[src/ccw_pkg.sv]
// ----------------------------------------------------------------------------
// ccw_pkg
// shared types, constants and helpers of the coin change way counter
// ----------------------------------------------------------------------------
package ccw_pkg;

  // largest amount the ways table covers
  localparam int unsigned AmountLimit = 4095;
  localparam int unsigned Depth       = AmountLimit + 1;
  localparam int unsigned AddrW       = $clog2(Depth);

  localparam int unsigned TgtW  = 12;
  localparam int unsigned CoinW = 12;
  localparam int unsigned WaysW = 32;

  typedef logic [AddrW-1:0] addr_t;
  typedef logic [WaysW-1:0] ways_t;
  typedef logic [TgtW-1:0]  tgt_t;

  typedef struct packed {
    logic [CoinW-1:0] coin_value;
    logic             last_coin;
  } in_t;

  typedef struct packed {
    ways_t ways_count;
    logic  overflowed;
  } out_t;

  // one write port, two read ports
  typedef struct packed {
    logic  we;
    addr_t waddr;
    ways_t wdata;
    addr_t raddr_a;
    addr_t raddr_b;
  } ram_req_t;

  typedef enum logic [2:0] {
    ST_CLEAR,
    ST_IDLE,
    ST_SWEEP,
    ST_FINAL,
    ST_FETCH,
    ST_RESULT
  } state_e;

  // target clamped to the table range
  function automatic addr_t eff_target(tgt_t t);
    if (32'(t) > AmountLimit) return addr_t'(AmountLimit);
    return addr_t'(t);
  endfunction

endpackage

[src/ccw_ctrl.sv]
// ----------------------------------------------------------------------------
// ccw_ctrl
// sequencer: table clearing, per-coin read-modify-write sweep, result fetch
// ----------------------------------------------------------------------------
module ccw_ctrl (
  input  logic               clk_i,
  input  logic               rst_ni,
  input  ccw_pkg::tgt_t      tgt_i,
  input  logic               in_valid_i,
  output logic               in_ready_o,
  input  ccw_pkg::in_t       in_i,
  output logic               res_valid_o,
  input  logic               res_ready_i,
  output ccw_pkg::out_t      res_o,
  output ccw_pkg::ram_req_t  ram_req_o,
  input  ccw_pkg::ways_t     rdata_a_i,
  input  ccw_pkg::ways_t     rdata_b_i
);

  ccw_pkg::state_e state_q, state_d;
  ccw_pkg::addr_t  idx_q, idx_d;
  ccw_pkg::addr_t  coin_q, coin_d;
  ccw_pkg::addr_t  tgt_q, tgt_d;
  ccw_pkg::addr_t  wr_addr_q, wr_addr_d;
  ccw_pkg::ways_t  fwd_data_q, fwd_data_d;
  logic            last_q, last_d;
  logic            ovf_q, ovf_d;
  logic            pend_q, pend_d;
  logic            fwd_q, fwd_d;

  logic            accept;
  logic            skip;
  ccw_pkg::addr_t  tgt_eff;
  ccw_pkg::ways_t  lo_val;
  logic [ccw_pkg::WaysW:0] sum;

  assign accept  = in_valid_i && in_ready_o;
  assign tgt_eff = ccw_pkg::eff_target(tgt_i);
  assign skip    = (in_i.coin_value == '0) || (32'(in_i.coin_value) > 32'(tgt_eff));

  // second stage of the sweep: add and saturate
  assign lo_val = fwd_q ? fwd_data_q : rdata_b_i;
  assign sum    = {1'b0, rdata_a_i} + {1'b0, lo_val};

  // next state
  always_comb begin
    state_d = state_q;
    unique case (state_q)
      ccw_pkg::ST_CLEAR: begin
        if (idx_q == ccw_pkg::addr_t'(ccw_pkg::AmountLimit)) state_d = ccw_pkg::ST_IDLE;
      end
      ccw_pkg::ST_IDLE: begin
        if (accept) begin
          if (!skip) state_d = ccw_pkg::ST_SWEEP;
          else if (in_i.last_coin) state_d = ccw_pkg::ST_FETCH;
        end
      end
      ccw_pkg::ST_SWEEP: begin
        if (idx_q == tgt_q) state_d = ccw_pkg::ST_FINAL;
      end
      ccw_pkg::ST_FINAL: begin
        state_d = last_q ? ccw_pkg::ST_FETCH : ccw_pkg::ST_IDLE;
      end
      ccw_pkg::ST_FETCH: begin
        state_d = ccw_pkg::ST_RESULT;
      end
      ccw_pkg::ST_RESULT: begin
        if (res_ready_i) state_d = ccw_pkg::ST_CLEAR;
      end
      default: state_d = ccw_pkg::ST_CLEAR;
    endcase
  end

  // outputs and datapath
  always_comb begin
    idx_d      = idx_q;
    coin_d     = coin_q;
    tgt_d      = tgt_q;
    last_d     = last_q;
    ovf_d      = ovf_q;
    pend_d     = 1'b0;
    wr_addr_d  = wr_addr_q;
    in_ready_o = 1'b0;
    res_valid_o = 1'b0;
    ram_req_o  = '0;

    // write back of the previous read, saturating
    if (pend_q) begin
      ram_req_o.we    = 1'b1;
      ram_req_o.waddr = wr_addr_q;
      ram_req_o.wdata = sum[ccw_pkg::WaysW] ? '1 : sum[ccw_pkg::WaysW-1:0];
      if (sum[ccw_pkg::WaysW]) ovf_d = 1'b1;
    end

    unique case (state_q)
      ccw_pkg::ST_CLEAR: begin
        ram_req_o.we    = 1'b1;
        ram_req_o.waddr = idx_q;
        ram_req_o.wdata = (idx_q == '0) ? ccw_pkg::ways_t'(1) : '0;
        idx_d = (idx_q == ccw_pkg::addr_t'(ccw_pkg::AmountLimit)) ? '0 : idx_q + 1'b1;
      end
      ccw_pkg::ST_IDLE: begin
        in_ready_o = 1'b1;
        if (accept) begin
          tgt_d  = tgt_eff;
          last_d = in_i.last_coin;
          coin_d = ccw_pkg::addr_t'(in_i.coin_value);
          idx_d  = ccw_pkg::addr_t'(in_i.coin_value);
        end
      end
      ccw_pkg::ST_SWEEP: begin
        ram_req_o.raddr_a = idx_q;
        ram_req_o.raddr_b = idx_q - coin_q;
        pend_d    = 1'b1;
        wr_addr_d = idx_q;
        idx_d     = idx_q + 1'b1;
      end
      ccw_pkg::ST_FINAL: begin
        ram_req_o.raddr_a = tgt_q;
      end
      ccw_pkg::ST_FETCH: begin
        ram_req_o.raddr_a = tgt_q;
      end
      ccw_pkg::ST_RESULT: begin
        ram_req_o.raddr_a = tgt_q;
        res_valid_o = 1'b1;
        if (res_ready_i) begin
          ovf_d = 1'b0;
          idx_d = '0;
        end
      end
      default: ;
    endcase

    // entry just read at the low address is being written this cycle
    fwd_d      = ram_req_o.we && (ram_req_o.waddr == ram_req_o.raddr_b);
    fwd_data_d = ram_req_o.wdata;
  end

  assign res_o.ways_count = rdata_a_i;
  assign res_o.overflowed = ovf_q;

  always_ff @(posedge clk_i or negedge rst_ni) begin
    if (!rst_ni) begin
      state_q <= ccw_pkg::ST_CLEAR;
      idx_q   <= '0;
      last_q  <= 1'b0;
      ovf_q   <= 1'b0;
      pend_q  <= 1'b0;
      fwd_q   <= 1'b0;
    end else begin
      state_q <= state_d;
      idx_q   <= idx_d;
      last_q  <= last_d;
      ovf_q   <= ovf_d;
      pend_q  <= pend_d;
      fwd_q   <= fwd_d;
    end
  end

  always_ff @(posedge clk_i) begin
    coin_q     <= coin_d;
    tgt_q      <= tgt_d;
    wr_addr_q  <= wr_addr_d;
    fwd_data_q <= fwd_data_d;
  end

endmodule

[config.mk]
export PLATFORM = sky130hd
export DESIGN_NAME = ccw_ctrl
export DESIGN_NICKNAME = d
export VERILOG_FILES = /design/src/ccw_pkg.sv /design/src/ccw_ctrl.sv
export SDC_FILE = /design/constraint.sdc
export NUM_CORES = 1
export LEC_CHECK = 0
export BUFFER_PORTS_ARGS = -buffer_cell sky130_fd_sc_hd__buf_2
export CAP_MARGIN = 15
export CORE_MARGIN = 3
export CORE_UTILIZATION = 58
export CTS_CLUSTER_SIZE = 24
export DETAILED_ROUTE_END_ITERATION = 8
export PLACE_DENSITY = 0.95
export SYNTH_ARGS = -nofsm -noshare
export SYNTH_HDL_FRONTEND = slang
export SYNTH_SLANG_ARGS = --single-unit
[constraint.sdc]
create_clock -name clk_i -period 9.3 [get_ports clk_i]
set_input_delay 0.93 -clock clk_i [delete_from_list [all_inputs] [get_ports clk_i]]
set_output_delay 0.93 -clock clk_i [all_outputs]
set_load 0.005 [all_outputs]
==> impl_metrics.env <==
export IMPL_finalSetupViolations=0
export IMPL_synth_async_sr_flop_share_pct=21.8
export IMPL_critPathMaxFanout=32
export IMPL_netlist_cell_type_count=68
export IMPL_grt_max_degree=34
export IMPL_die_area_sq_mm=0.0132
export IMPL_dr_first_iter_drc_count=547
export IMPL_layout_worst_path_cycle_share_pct=57.0
export IMPL_rows=39
export IMPL_cts_setup_buffers=0
export IMPL_pre_cts_slack_ps=4280
export IMPL_yosysSeqAreaShare_pct=32.0
export IMPL_multi_input_area_sq_mm=0.00413
export IMPL_grt_first_pass_wirelength_mm=31.0
export IMPL_holdWs_ps=500
export IMPL_internal_power_mw=1.31
export IMPL_final_cell_mix="buf_2 (196), a21oi_1 (85), nand2_1 (58)"
export IMPL_rsz0062_at_grt="false"
export IMPL_place_hpwl_mm=14.8
export IMPL_diodes=0
export IMPL_seqPwrFrac_pct=26.8
export IMPL_htreeDepth=3
export IMPL_cap_violations=0
export IMPL_antenna_left=0
export IMPL_syn_inst=778
export IMPL_dp_cells=1054
export IMPL_nNetsFinal=1074
export IMPL_postCtsHoldBufs=0
export IMPL_io_pins=197
export IMPL_cts_buffer_depth=2
export IMPL_power_frac_comb_pct=56.2
export IMPL_yosys_register_bits=87
export IMPL_period_needed_ps=5300
export IMPL_dr_pass1_iters=5
export IMPL_path_clk_slew_ps=70
export IMPL_p_leak_nw=3.82
export IMPL_drc=0
export IMPL_clockPowerShare_pct=17.0
export IMPL_syn_area_sq_mm=0.00686
export IMPL_status="complete, no violations"
export IMPL_cts_root_buffer="clkbuf_16"
export IMPL_slew_headroom_pct=22.2
export IMPL_area_growth_pct=16.6
export IMPL_final_layout_size_suffix_gt1_share_pct=28.9
export IMPL_ys_dominant_reg_cell="edfxtp_1"
export IMPL_overflow=0
export IMPL_switching_share_pct=44.9
export IMPL_antenna_found_initial=0
export IMPL_p_sw_mw=1.07
export IMPL_clock_sinks=87
export IMPL_ff_latch_area_sq_mm=0.00220
export IMPL_max_freq_ghz=0.189
export IMPL_fp_dieH_microns=115
export IMPL_final_cell_count_no_fill=1070
export IMPL_skew_ps=12.0
export IMPL_io_buffers=196
export IMPL_tns_ps=0
export IMPL_slew_viol_final=0
export IMPL_syn_avg_cell_area_sq_um=8.82
export IMPL_vias_per_cell=6.22
export IMPL_wl_mm=19.8
export IMPL_fillCellCount=864
export IMPL_cts_tree="done"
export IMPL_timing_final_ws_setup_ps=4000
export IMPL_ys_warn_count=0
export IMPL_initial_core_util_pct=59.8
export IMPL_wl_per_cell_microns=18.5
export IMPL_critPathKind="reg -> out"
export IMPL_gp_congestion=0.938
export IMPL_cts_buffers=9
export IMPL_critPathRequiredTime_ps=8370
export IMPL_synth_edf_count=36
export IMPL_startpoint_type="flop"
export IMPL_fp_coreArea_sq_mm=0.0115
export IMPL_synth_net_count=930
export IMPL_hold_class="reg -> reg"
export IMPL_die_w_microns=115
export IMPL_worst_pin_slew_ps=1160
export IMPL_grt_use_total_pct=29.5
export IMPL_vdd_drop_max_uv=164
export IMPL_grt_pass1_vias=6536
export IMPL_clkLatencyLatePin_ps=360
export IMPL_hold_viol=0
export IMPL_cp_end_kind="output pin"
export IMPL_power_density_mw_per_mm2=297
export IMPL_final_common_cell="buf_2"
export IMPL_route_vias_total=6652
export IMPL_cts_resized=0
export IMPL_worstPathArrival_ps=4370
-- metrics by stage --
stage	util, %	instance area [sq um]	total power [mW]
4_1_cts	69.8	8000	2.36
3_3_place_gp	66.9	7670	1.89
3_5_place_dp	66.9	7670	1.94
5_1_grt	69.8	8000	2.54
2_1_floorplan	-	6860	1.57
6_report	69.8	8000	2.38
-- cells in the mapped netlist, drive strengths merged, types with 9 or more instances --
cell type / n / area [sq um]
edfxtp: 36 / 1080
nand3: 29 / 145
dfrtp: 19 / 475
nor2: 36 / 135
a21o: 20 / 150
dfxtp: 32 / 641
clkbuf: 28 / 105
buf: 41 / 297
mux2: 35 / 398
a21oi: 86 / 430
a22o: 10 / 87.6
o21a: 10 / 75.1
o21ai: 48 / 240
inv: 37 / 139
nand2: 58 / 218
ha: 57 / 713
nor4: 9 / 56.3
xor2: 36 / 315
xnor2: 18 / 158
a211oi: 9 / 67.6
and3: 12 / 75.1
nor2b: 9 / 56.3
nand4: 9 / 56.3
-- metal layers --
metal	wire length, microns	part of all wire [%]	vias to the layer above	global-route usage (%)
met5	0	0	-	0
met1	7250	37	3124	34.6
li1	-	-	3103	-
met2	10100	51	364	52.5
met3	1720	8.7	61	5.26
met4	740	3.7	0	13.2
-- power groups by stage --
stage	Clock [mW]	Sequential, mW	Combinational (mW)
2_1_floorplan	0	0.563	1.01
3_3_place_gp	0	0.631	1.26
3_5_place_dp	0	0.638	1.30
4_1_cts	0.405	0.632	1.32
5_1_grt	0.420	0.651	1.47
6_report	0.404	0.637	1.34
-- registers in the layout, indices dropped and copies added (netlist names), 3 cells and up --
register    flops
fwd_data_q     32
coin_q         12
idx_q          12
tgt_q          12
wr_addr_q      12
state_q         3
-- path summary, 6_finish.rpt --
path	startpoint	end	slack (ps)	depth (start not counted)
worst max-delay path	fwd_q	ram_req_o[30]	4000	14
worst min-delay path	last_q	last_q	500	1
worst max register to register	fwd_q	fwd_data_q[6]	5300	13
worst min register to register	last_q	last_q	500	1
max in group asynchronous	rst_ni	ovf_q	8430	1
min in group asynchronous	rst_ni	idx_q[0]	530	1
-- worst max-delay path, cell delays in order, from the launching register on --
cell      delay (ps)
dfrtp_1          320
buf_4            370
mux2_2           390
ha_1             230
fa_1             430
a211oi_1         310
o211ai_1         180
a21oi_1          280
nor4b_1          120
o21ai_1          230
o21ai_0          190
a21oi_2          180
buf_4            360
a21oi_1          190
buf_2            210
-- cell type report --
type,instances,area share (%)
Clock buffer,9,2.82
Clock inverter,7,1.28
Inverter,38,1.78
Multi-Input combinational cell,584,51.6
Sequential cell,87,27.5
Tap cell,143,2.24
Timing Repair Buffer,202,12.8
-- cells by family after synthesis --
kind of cell             count (synthesis)  share of synthesized area [%]
XOR/XNOR                                54                           6.89
buffers and inverters                  107                           7.93
flip-flops                              87                           32.0
AND/OR/NAND/NOR                        203                           14.9
multiplexers                            38                           6.29
adder cells (fa/ha/maj)                 59                           11.0
AO/OA/AOI/OAI                          230                           20.9
Power figures use the tool's default switching activity.
